$ cat src/hdl/ps2_host_bit_engine_unit_macros.svh
// Assertion helpers for the bit engine core.
// Each macro expects clk_i and rst_ni to be visible where it is used.
`ifndef PS2_HOST_BIT_ENGINE_UNIT_MACROS_SVH
`define PS2_HOST_BIT_ENGINE_UNIT_MACROS_SVH

// A condition that holds at every clock edge outside reset.
`define PS2HBE_ASSERT(name, cond) \
  name: assert property (@(posedge clk_i) disable iff (!rst_ni) (cond)) \
    else $error("ps2hbe assertion failed");

// A condition that holds in the cycle after a trigger.
`define PS2HBE_ASSERT_NEXT(name, trig, cons) \
  name: assert property (@(posedge clk_i) disable iff (!rst_ni) (trig) |=> (cons)) \
    else $error("ps2hbe assertion failed");

`endif

$ cat src/hdl/ps2hbe_pkg.sv
package ps2hbe_pkg;

  localparam int unsigned EdgeW = 4;
  localparam int unsigned ByteW = 8;

  typedef logic [EdgeW-1:0] edge_t;
  typedef logic [ByteW-1:0] byte_t;

  // Edge numbers within one frame.
  localparam edge_t LastEdge   = edge_t'(10);
  localparam edge_t RxFirst    = edge_t'(2);
  localparam edge_t RxLast     = edge_t'(9);
  localparam edge_t TxFirst    = edge_t'(1);
  localparam edge_t TxLast     = edge_t'(8);
  localparam edge_t ParityEdge = edge_t'(9);
  localparam edge_t WrapEdge   = edge_t'(0);

  // Item codes.
  localparam logic ModeEdge = 1'b0;
  localparam logic ModeSend = 1'b1;

  typedef struct packed {
    logic  mode;
    logic  data_bit;
    byte_t command;
  } item_t;

  typedef struct packed {
    logic  data_drive;
    logic  byte_valid;
    byte_t rx_byte;
    logic  tx_done;
    logic  transmitting;
  } result_t;

  // Odd parity: one when the byte holds an even number of ones.
  function automatic logic odd_parity(byte_t v);
    return ~(^v);
  endfunction

endpackage

$ cat src/hdl/ps2hbe_in_stage.sv
module ps2hbe_in_stage import ps2hbe_pkg::*; (
  input  logic  clk_i,
  input  logic  rst_ni,
  input  logic  in_valid_i,
  output logic  in_ready_o,
  input  item_t item_i,
  input  logic  drain_i,
  output logic  valid_o,
  output item_t item_o
);

  logic  valid_q, valid_d;
  item_t item_q;

  // The register can take a new item when empty or when it drains this cycle.
  assign in_ready_o = !valid_q || drain_i;
  assign valid_d    = in_ready_o ? in_valid_i : valid_q;

  always_ff @(posedge clk_i or negedge rst_ni) begin
    if (!rst_ni) begin
      valid_q <= 1'b0;
    end else begin
      valid_q <= valid_d;
    end
  end

  always_ff @(posedge clk_i) begin
    if (in_valid_i && in_ready_o) begin
      item_q <= item_i;
    end
  end

  assign valid_o = valid_q;
  assign item_o  = item_q;

endmodule

$ cat src/hdl/ps2hbe_core.sv
`include "ps2_host_bit_engine_unit_macros.svh"

module ps2hbe_core import ps2hbe_pkg::*; (
  input  logic    clk_i,
  input  logic    rst_ni,
  input  logic    adv_i,
  input  item_t   item_i,
  output result_t result_o
);

  edge_t edge_q, edge_d, cnt;
  byte_t shift_q, shift_d;
  logic  parity_q, parity_d;
  logic  tx_q, tx_d;
  logic  lvl_q, lvl_d;
  logic  byte_valid;
  byte_t rx_byte;
  logic  tx_done;

  always_comb begin
    edge_d     = edge_q;
    shift_d    = shift_q;
    parity_d   = parity_q;
    tx_d       = tx_q;
    lvl_d      = lvl_q;
    byte_valid = 1'b0;
    rx_byte    = '0;
    tx_done    = 1'b0;
    cnt        = (edge_q >= LastEdge) ? WrapEdge : edge_q + edge_t'(1);

    if (item_i.mode == ModeSend) begin
      // A send request restarts the frame as a transmit with the start bit low.
      parity_d = odd_parity(item_i.command);
      shift_d  = item_i.command;
      edge_d   = WrapEdge;
      lvl_d    = 1'b0;
      tx_d     = 1'b1;
    end else begin
      edge_d = cnt;
      if (!tx_q) begin
        if (cnt inside {[RxFirst:RxLast]}) begin
          shift_d = {item_i.data_bit, shift_q[ByteW-1:1]};
        end else if (cnt == WrapEdge) begin
          byte_valid = 1'b1;
          rx_byte    = shift_q;
        end
      end else begin
        if (cnt inside {[TxFirst:TxLast]}) begin
          lvl_d   = shift_q[0];
          shift_d = {1'b0, shift_q[ByteW-1:1]};
        end else if (cnt == ParityEdge) begin
          lvl_d = parity_q;
        end else if (cnt == LastEdge) begin
          lvl_d = 1'b1;
        end else if (cnt == WrapEdge) begin
          lvl_d   = 1'b1;
          tx_d    = 1'b0;
          tx_done = 1'b1;
        end
      end
    end
  end

  always_ff @(posedge clk_i or negedge rst_ni) begin
    if (!rst_ni) begin
      edge_q   <= '0;
      shift_q  <= '0;
      parity_q <= 1'b0;
      tx_q     <= 1'b0;
      lvl_q    <= 1'b1;
    end else if (adv_i) begin
      edge_q   <= edge_d;
      shift_q  <= shift_d;
      parity_q <= parity_d;
      tx_q     <= tx_d;
      lvl_q    <= lvl_d;
    end
  end

  assign result_o.data_drive   = lvl_d;
  assign result_o.byte_valid   = byte_valid;
  assign result_o.rx_byte      = rx_byte;
  assign result_o.tx_done      = tx_done;
  assign result_o.transmitting = tx_d;

  `PS2HBE_ASSERT(a_edge_in_range, edge_q <= LastEdge)
  `PS2HBE_ASSERT(a_line_released_in_rx, tx_q || lvl_q)
  `PS2HBE_ASSERT(a_rx_tx_exclusive, !(result_o.byte_valid && result_o.tx_done))
  `PS2HBE_ASSERT_NEXT(a_send_starts_frame, adv_i && (item_i.mode == ModeSend),
                      tx_q && !lvl_q && (edge_q == WrapEdge))

endmodule

$ cat src/hdl/ps2hbe_out_stage.sv
module ps2hbe_out_stage import ps2hbe_pkg::*; (
  input  logic    clk_i,
  input  logic    rst_ni,
  input  logic    src_valid_i,
  output logic    adv_o,
  input  result_t result_i,
  output logic    out_valid_o,
  input  logic    out_ready_i,
  output result_t result_o
);

  logic    valid_q, valid_d;
  result_t result_q;

  // A result moves in when the register is empty or is being emptied now.
  assign adv_o   = src_valid_i && (!valid_q || out_ready_i);
  assign valid_d = adv_o ? 1'b1 : (out_ready_i ? 1'b0 : valid_q);

  always_ff @(posedge clk_i or negedge rst_ni) begin
    if (!rst_ni) begin
      valid_q <= 1'b0;
    end else begin
      valid_q <= valid_d;
    end
  end

  always_ff @(posedge clk_i) begin
    if (adv_o) begin
      result_q <= result_i;
    end
  end

  assign out_valid_o = valid_q;
  assign result_o    = result_q;

endmodule

$ cat src/hdl/ps2_host_bit_engine_unit.sv
// Path: an input transfer loads the input register, and the result register loads the result
// once it is empty or being emptied; the engine state updates as the item leaves the input
// register.
// Throughput: one item per clock cycle while the result side takes each result.
// Reset (rst_ni low, asynchronous): both stages empty, edge counter, shift register and
// parity cleared, receive mode, data line released high.
module ps2_host_bit_engine_unit import ps2hbe_pkg::*; (
  input  logic  clk_i,
  input  logic  rst_ni,
  // Input channel.
  input  logic  in_valid_i,
  output logic  in_ready_o,
  input  logic  mode_i,
  input  logic  data_bit_i,
  input  byte_t command_i,
  // Result channel.
  output logic  out_valid_o,
  input  logic  out_ready_i,
  output logic  data_drive_o,
  output logic  byte_valid_o,
  output byte_t rx_byte_o,
  output logic  tx_done_o,
  output logic  transmitting_o
);

  item_t   in_item;
  item_t   stage_item;
  logic    stage_valid;
  logic    adv;
  result_t core_result;
  result_t out_result;

  // Pack the input ports into one item.
  assign in_item.mode     = mode_i;
  assign in_item.data_bit = data_bit_i;
  assign in_item.command  = command_i;

  // The input register holds one accepted transfer until the result register can
  // take its result, so the input side can take one more transfer while a result waits.
  ps2hbe_in_stage u_in_stage (
    .clk_i      (clk_i),
    .rst_ni     (rst_ni),
    .in_valid_i (in_valid_i),
    .in_ready_o (in_ready_o),
    .item_i     (in_item),
    .drain_i    (adv),
    .valid_o    (stage_valid),
    .item_o     (stage_item)
  );

  // The frame state machine: edge counter, shift register, parity and line level.
  // Its state commits only in the cycle the item advances into the result register.
  ps2hbe_core u_core (
    .clk_i    (clk_i),
    .rst_ni   (rst_ni),
    .adv_i    (adv),
    .item_i   (stage_item),
    .result_o (core_result)
  );

  // The result register presents each result until the consumer takes it.
  ps2hbe_out_stage u_out_stage (
    .clk_i       (clk_i),
    .rst_ni      (rst_ni),
    .src_valid_i (stage_valid),
    .adv_o       (adv),
    .result_i    (core_result),
    .out_valid_o (out_valid_o),
    .out_ready_i (out_ready_i),
    .result_o    (out_result)
  );

  assign data_drive_o   = out_result.data_drive;
  assign byte_valid_o   = out_result.byte_valid;
  assign rx_byte_o      = out_result.rx_byte;
  assign tx_done_o      = out_result.tx_done;
  assign transmitting_o = out_result.transmitting;

endmodule

$ cat config.mk
export PLATFORM = sky130hd
export DESIGN_NAME = ps2_host_bit_engine_unit
export DESIGN_NICKNAME = d
export VERILOG_FILES = /design/src/hdl/ps2hbe_pkg.sv /design/src/hdl/ps2hbe_in_stage.sv /design/src/hdl/ps2hbe_core.sv /design/src/hdl/ps2hbe_out_stage.sv /design/src/hdl/ps2_host_bit_engine_unit.sv
export VERILOG_INCLUDE_DIRS = /design/src /design/src/hdl
export SDC_FILE = /design/constraint.sdc
export NUM_CORES = 1
export LEC_CHECK = 0
export ABC_CLOCK_PERIOD_IN_PS = 3040
export BUFFER_PORTS_ARGS = -buffer_cell sky130_fd_sc_hd__buf_2
export CORE_AREA = 2 2 82 84
export DETAILED_ROUTE_END_ITERATION = 6
export DIE_AREA = 0 0 84 86
export GPL_ROUTABILITY_DRIVEN = 0
export SETUP_SLACK_MARGIN = 0.3
export SYNTH_ARGS = -nofsm -noshare
export SYNTH_HDL_FRONTEND = slang
export SYNTH_HIERARCHICAL = 1
export SYNTH_SLANG_ARGS = --single-unit
$ cat constraint.sdc
create_clock -name clk_i -period 3.04 [get_ports clk_i]
set_clock_uncertainty 0.1 [all_clocks]
set_input_delay 0.76 -clock clk_i [delete_from_list [all_inputs] [get_ports clk_i]]
set_output_delay 0.76 -clock clk_i [all_outputs]
set_load 0.02 [all_outputs]
==> flow_summary_export.csv, run 1 <==
group,metric,value,unit
clock_tree,hold_buffers,0,
power,peakVddDrop,0.3666,mV
logic_synthesis,yosys.area.top_type,"edfxtp_1",
logic_synthesis,synth.avg_cell_area,13.05,sq um
floorplan,core,0.006277,sq mm
timing,worstMarginPinSlew,0.4292,ns
timing,fin_crit_sh,83.85,%
clock_tree,cts_buffer_depth,2,
worst_setup_path,crit_path_start_kind,"flip-flop",
detailed_routing,route.met3.wl,177,um
layout,syn2layout_area_growth,16.85,%
grt,grt_pass1_vias,1091,
detailed_routing,route.detailed.drc,0,
clock_tree,clock_latency,0.29,ns
clock_tree,numCtsBuffers,5,
detailed_routing,viasPerCell,4.439,
timing,rsz0062_at_grt,"false",
logic_synthesis,synthesis.area,0.001827,sq mm
timing,setup_violations,0,
logic_synthesis,synth-seq-area-share,59.52,%
floorplan,core.rowCount,29,
grt,antenna_found_initial,0,
timing,slew-limit-headroom,71.23,%
floorplan,die-area,0.007224,sq mm
floorplan,io_pins,28,
floorplan,start_util,29.10,%
place,placed_cell_area,0.002026,sq mm
layout,fin_area,0.002135,sq mm
grt,grt_pass1_wl,5416,um
layout,utilization,34.00,%
grt,grt.overflow.total,0,
logic_synthesis,ys_warn_count,6,
layout,final_cells,246,
timing,maxSlewViolCount,0,
detailed_routing,wl_met1,1520,um
detailed_routing,post_drt_wl_per_cell,12.26,um
logic_synthesis,ys_types,35,
clock_tree,ctsRootBufferMaster,"clkbuf_8",
power,p_leak,0.0008531,uW
timing,hold_viol_final,0,
place,dp_hpwl,2146,um
logic_synthesis,synth-seq-cells,39,
detailed_routing,ant_nets,0,
timing,hold_slack,0.2924,ns
clock_tree,h-tree-depth,2,
floorplan,die_w,84,um
timing,timing.setup.tns,0,ns
detailed_routing,drt_pre_antenna_iters,4,
detailed_routing,maxUsedRoutingLayer,"met4",
outcome,outcome,"complete, no violations",
place,port_buffers,27,
worst_setup_path,critPathMaxFanout,8,
worst_setup_path,worstSetupEndpointType,"flip-flop",
timing,timing.fmax,392.3,MHz
worst_setup_path,required,3.11,ns
logic_synthesis,syn_nets,156,
logic_synthesis,yosys-top-cells-area,"edfxtp_1 36%, dfrtp_1 22%, mux2_2 9.2%",
timing,period_minus_slack,2.549,ns
detailed_routing,dr_wl_met2,1275,um
grt,grt_max_degree,19,
clock_tree,cts_tree,"built",
worst_setup_path,crit_type,"flip-flop to flip-flop",
worst_setup_path,cp.arrival,2.62,ns
place,dp_cells,238,
floorplan,die_height,86,um
grt,grt_use_total,9.623,%
detailed_routing,num_vias,1092,
detailed_routing,wl,3016,um
layout,drive_above_1_share,35.50,%
layout,diodes,0,
clock_tree,cts_num_sinks,39,
layout,nNetsFinal,184,
clock_tree,path_clk_slew,0.07,ns
logic_synthesis,yosysTopAreaCellShare,36.16,%
hold_path,hold_class,"input pin to asynchronous set/reset pin",
layout,fill_cells,632,
logic_synthesis,synth_cells,140,
run,drv_cap,0,
detailed_routing,drtIter0Drc,113,
power,powerDensity,745.4,mW/mm^2
[cell usage in the layout (no fill, tap or decap), drive strengths merged]
cell type	count
a211oi	2
a21o	2
a21oi	1
a22o	3
a31oi	1
and2	10
buf	29
bufinv	1
clkbuf	5
clkinv	2
dfrtp	16
dfstp	1
edfxtp	22
ha	2
inv	3
mux2	15
nand2	9
nand2b	6
nand3	2
nor2	7
nor2b	1
nor3	3
nor3b	1
o21a	1
o21ai	8
o22ai	2
o31a	1
o41ai	1
or2	1
or4	1
xnor2	7
xor2	3
[metrics by stage]
stage,power (uW),setup WS [ns]
after global routing,1694,0.3467
after CTS,1609,0.4274
after floorplan,1097,0.5746
after global placement,1184,0.4613
after detailed placement,1190,0.4432
final,1591,0.4909
[registers in the layout, summed over array words and instances, names as in the netlist]
signal	flops
u_core/edge_q	4
u_core/lvl_q	1
u_core/parity_q	1
u_core/shift_q	8
u_core/tx_q	1
u_in_stage/item_o	10
u_in_stage/valid_o	1
u_out_stage/out_valid_o	1
u_out_stage/result_o	12
[power by group]
group | switching, uW | internal [uW] | total (uW)
registers | 94.2 | 688 | 783
logic | 197 | 198 | 395
clock network | 173 | 240 | 414
total | 465 | 1130 | 1590
[routing by layer]
layer / GRT usage, % / vias to the layer above
met5: 0 / -
met4: 3.959 / 0
met3: 3.369 / 5
met2: 13.24 / 35
met1: 13.74 / 501
li1: - / 551
[Yosys cell counts, drive strengths merged]
cell type and number:
xnor2 7, inv 3, dfstp 1, ha 2
a21oi 1, a22o 3, mux2 15, and2 10
a31oi 1, o31a 1, a21o 2, nor2 7
o21ai 8, o21a 1, a211oi 2, nor2b 1
o41ai 1, or4 1, xor2 3, o22ai 2
dfrtp 16, nand2 9, or2 1, buf 6
nor3 3, edfxtp 22, nor3b 1, clkbuf 2
nand2b 6, nand3 2
[cells by family (layout without fill, tap and decap cells)]
family          Yosys count  after routing  share of synthesized area, %
flops                    39             39                         59.52
simple gates             41             41                         12.74
mux                      15             15                         9.246
fa+ha+maj                 2              2                         1.370
xor+xnor                 10             10                         4.795
compound gates           22             22                         9.110
buf+inv                  11             40                         3.219
[what timing repair did]
item / CTS / global route
gates resized for setup: 0 / 1
setup buffers: 0 / 0
setup endpoints to repair: 0 / 13
[final timing paths]
kind	depth (start not counted)	endpoint	start	slack [ns]
max	8	u_core/shift_q[5]$_DFFE_PN0P_	u_core/edge_q[0]$_DFFE_PN0P_	0.49
min	1	u_core/shift_q[2]$_DFFE_PN0P_	rst_ni	0.29
max reg2reg	8	u_core/shift_q[5]$_DFFE_PN0P_	u_core/edge_q[0]$_DFFE_PN0P_	0.49
min reg2reg	2	u_core/parity_q$_DFFE_PN0P_	u_core/parity_q$_DFFE_PN0P_	0.42
max in group asynchronous	1	u_core/lvl_q$_DFFE_PN1P_	rst_ni	2.22
min in group clk_i	2	u_core/parity_q$_DFFE_PN0P_	u_core/parity_q$_DFFE_PN0P_	0.42
[worst max-delay path: stages, from the launching register on]
cell,delay (ns)
dfrtp_2,0.43
inv_1,0.07
ha_1,0.36
nor3b_2,0.19
nand2b_1,0.17
o22ai_2,0.19
xnor2_1,0.16
a31oi_4,0.37
mux2_2,0.38
[final cells by class]
type                            instances  area [sq um]  share of cell area [%]
Inverter                                3         11.26                  0.5275
Multi-Input combinational cell         90         680.7                   31.89
Timing Repair Buffer                   29         150.1                   7.034
Clock inverter                          3         38.79                   1.817
Sequential cell                        39          1089                   51.00
Clock buffer                            5         68.82                   3.224
Tap cell                               77         96.34                   4.513
Power figures use the tool's default switching activity.
==> run 2: changes to the inputs <==
- ABC_AREA: unset -> 1
- ABC_CLOCK_PERIOD_IN_PS: 3040 -> 2200
- clock period: 3.04 -> 2.2 ns (I/O delays scaled with it)
==> run 2 against run 1 <==
Net effect:
- fmax up 37%
- utilization increased by 2.4 points
- via count is 17% higher
- largest cell class unchanged
- critical endpoint is now u_out_stage/result_o[11]$_DFFE_PP_
- sequential power is 34% higher
- highest routed layer unchanged
- area after synthesis grew 2.1%
- register-to-register slack got worse by 0.16 ns
- first-iteration DRC count is 32% lower
- critical path depth is 5 higher
- routed wire length rose by 12%
- die area unchanged
- worst hold slack worse by 0.21 ns
==> flow_summary_export.csv, run 2 <==
group,metric,value,unit
detailed_routing,num_vias,1273,
logic_synthesis,ys_warn_count,6,
power,p_seq_share,45.7,%
layout,fin_area,0.002287,sq mm
grt,grt_pass1_wl,5664,um
grt,grt_use_total,10.12,%
power,combPwrFrac,34.2,%
layout,diodes,0,
worst_setup_path,critPathMaxFanout,6,
logic_synthesis,synth-seq-cells,39,
worst_setup_path,crit_chain,"inv_2 > ha_4 > nor2_4 > nand2_2 > nand2_4 > nand2_4 > nand2_4 > o21bai_1 > nand2_2 > nand2_4 > nand2_2 > nand2_2 > nand2_2",
logic_synthesis,synth_simple_gate_area_share,18.12,%
detailed_routing,viasPerCell,4.330,
layout,syn2layout_area_growth,22.68,%
timing,hold_viol_final,0,
worst_setup_path,required,2.14,ns
grt,grt.overflow.total,0,
grt,gr-usage-met3,2.791,%
logic_synthesis,yosys.area.top_type,"edfxtp_1",
logic_synthesis,synthesis.area,0.001864,sq mm
clock_tree,cts_tree,"built",
timing,setup_violations,0,
worst_setup_path,r2r_end,"u_out_stage/result_o[11]$_DFFE_PP_",
place,dp_slack,0.2021,ns
detailed_routing,post_drt_wl_per_cell,11.49,um
timing,worstMarginPinSlew,0.5192,ns
floorplan,core,0.006277,sq mm
layout,regArea,0.001089,sq mm
worst_setup_path,critPathBufInv,1,
clock_tree,h-tree-depth,2,
logic_synthesis,synth.avg_cell_area,10.36,sq um
run,drv_cap,0,
logic_synthesis,synth_top_family_by_area,"simple AND/OR/NAND/NOR gates",
power,powerDensity,1004,mW/mm^2
worst_setup_path,crit_path_start_kind,"flip-flop",
worst_setup_path,crit_type,"flip-flop to flip-flop",
grt,busiest_layer,"met2",
power,power_switching_share,35.53,%
floorplan,core.rowCount,29,
layout,largest_reg_flops,12,
timing,maxSlewViolCount,0,
worst_setup_path,cp.arrival,1.81,ns
clock_tree,cts_num_sinks,39,
grt,grt_pass1_vias,1267,
outcome,outcome,"complete, no violations",
timing,timing.setup.tns,0,ns
worst_setup_path,r2r_start,"u_core/edge_q[0]$_DFFE_PN0P_",
layout,final_common_cell,"nand2_1",
power,p_switching,815.9,uW
logic_synthesis,synth-seq-area-share,58.32,%
timing,slew-limit-headroom,65.38,%
place,dp_hpwl,2266,um
worst_setup_path,critPathCapture,"u_out_stage/result_o[11]$_DFFE_PP_",
floorplan,die_height,86,um
worst_setup_path,worstSetupEndpointType,"flip-flop",
logic_synthesis,ys_types,27,
worst_setup_path,critical_path_depth,13,
logic_synthesis,synthXorXnorAreaFrac,4.698,%
worst_setup_path,critical-path-slowest-cell,"dfrtp_1",
logic_synthesis,synth_edf_count,22,
grt,antenna_found_initial,0,
logic_synthesis,post-synth-top-count-cell,"nand2_1",
clock_tree,path_clk_slew,0.08,ns
logic_synthesis,synthTopCellsByCount,"37 x nand2_1, 22 x edfxtp_1, 22 x inv_1",
clock_tree,clock_latency,0.29,ns
logic_synthesis,synth_flop_cell,"edfxtp_1",
layout,drive_above_1_share,37.33,%
clock_tree,cts_buffer_depth,2,
place,port_buffers,27,
grt,grt_max_degree,23,
power,intPower,1481,uW
detailed_routing,drtIter0Drc,77,
layout,nNetsFinal,232,
power,peakVddDrop,0.3041,mV
hold_path,hold_class,"input pin to asynchronous set/reset pin",
worst_setup_path,max_stage_delay,0.42,ns
floorplan,start_util,29.70,%
logic_synthesis,yosys-top-cells-area,"edfxtp_1 35%, dfrtp_1 21%, nand2_1 7.4%",
floorplan,io_pins,28,
layout,multi_input_area,733.2,sq um
floorplan,die-area,0.007224,sq mm
detailed_routing,ant_nets,0,
worst_setup_path,r2r_cells,13,
clock_tree,numCtsBuffers,5,
power,p_leak,0.001016,uW
layout,layout_common_cells,"32 x nand2_1, 27 x buf_2, 22 x edfxtp_1",
grt,use_met1,13.10,%
worst_setup_path,critPathMostFrequentCell,"nand2_2",
timing,final.setup.worst_slack,0.3329,ns
floorplan,die_w,84,um
logic_synthesis,syn_nets,196,
logic_synthesis,yosysTopAreaCellShare,35.44,%
clock_tree,ctsRootBufferMaster,"clkbuf_8",
timing,period_minus_slack,1.867,ns
timing,fin_crit_sh,84.87,%
logic_synthesis,synth_compound_area_share,9.597,%
detailed_routing,route.detailed.drc,0,
timing,timing.fmax,535.6,MHz
detailed_routing,drt_pre_antenna_iters,4,
worst_setup_path,ff2ff_setup_slack,0.33,ns
timing,rsz0062_at_grt,"true",
place,placed_cell_area,0.002056,sq mm
worst_setup_path,cp_top_family,"simple AND/OR/NAND/NOR gates",
detailed_routing,wl,3377,um
grt,grtUsageMet2,15.13,%
logic_synthesis,synthMuxAreaShare,0,%
logic_synthesis,synth_fa_ha_area_share,1.342,%
layout,fill_cells,631,
worst_setup_path,cp-startpoint,"u_core/edge_q[0]$_DFFE_PN0P_",
logic_synthesis,async_flop_share,43.59,%
logic_synthesis,synth_cells,180,
power,power_frac_clock,20.0,%
-- run 2: layout make-up --
| cell class | count | area share (%) |
|---|---|---|
| flip-flops and latches | 39 | 47.59 |
| multi-input cells | 112 | 32.06 |
| repair buffers | 35 | 8.534 |
| well taps | 77 | 4.212 |
| inverters | 23 | 3.884 |
| clock buffers | 6 | 3.173 |
| clock inverters | 2 | 0.5470 |
-- run 2: how the worst min path moves through the flow --
stage / start / end / cells past startpoint
after floorplan: rst_ni / u_core/edge_q[0]$_DFFE_PN0P_ / 0
after global placement: u_core/shift_q[7]$_DFFE_PN0P_ / u_core/shift_q[7]$_DFFE_PN0P_ / 2
after detailed placement: u_core/shift_q[1]$_DFFE_PN0P_ / u_core/shift_q[1]$_DFFE_PN0P_ / 2
after CTS: rst_ni / u_core/edge_q[0]$_DFFE_PN0P_ / 1
after global routing: rst_ni / u_core/edge_q[0]$_DFFE_PN0P_ / 1
final: rst_ni / u_core/shift_q[6]$_DFFE_PN0P_ / 1
-- run 2: kinds of logic (layout without fill, tap and decap cells) --
family,count (synthesis),in the layout
xor+xnor,10,10
buf+inv,30,66
fa+ha+maj,2,2
flops,39,39
compound gates,27,27
simple gates,72,73
-- run 2: what timing repair did --
action / 4_1_cts / 5_1_grt
buffers inserted: 4 / 3
gates cloned: 1 / 0
pin swaps: 9 / 14
hold buffers: 0 / 0
setup endpoints to repair: 10 / 20
gates resized for setup: 7 / 14
-- run 2: through the flow --
| stage | util, % | total power (uW) | hold slack (ns) | instances |
|---|---|---|---|---|
| finish | 36.44 | 2297 | 0.08665 | 294 |
| CTS | 35.38 | 2253 | 0.09002 | 291 |
| detailed placement | 32.75 | 1720 | 0.3699 | 278 |
| floorplan | - | 1616 | 0.1544 | 180 |
| global route | 36.44 | 2472 | 0.1031 | 294 |
| global placement | 32.75 | 1712 | 0.3654 | 278 |
-- run 2: power groups by stage --
stage                     Clock (uW)  Combinational [uW]  Sequential [uW]
after detailed placement           0                 660             1060
after global routing             516                 882             1070
final                            460                 786             1050
after global placement             0                 652             1060
after floorplan                    0                 536             1080
after CTS                        483                 722             1050
-- run 2: metal layers --
layer | up-vias | routed length [um]
li1 | 656 | -
met1 | 564 | 1586
met2 | 45 | 1518
met3 | 8 | 196
met4 | 0 | 76
met5 | - | 0
-- run 2: worst register-to-register path: stages, from the launching register on --
cell and delay (ns):
dfrtp_1 0.42, inv_2 0.10, ha_4 0.15, nor2_4 0.03, nand2_2 0.08, nand2_4 0.09
nand2_4 0.09, nand2_4 0.05, o21bai_1 0.15, nand2_2 0.09, nand2_4 0.10, nand2_2 0.06
nand2_2 0.06, nand2_2 0.05
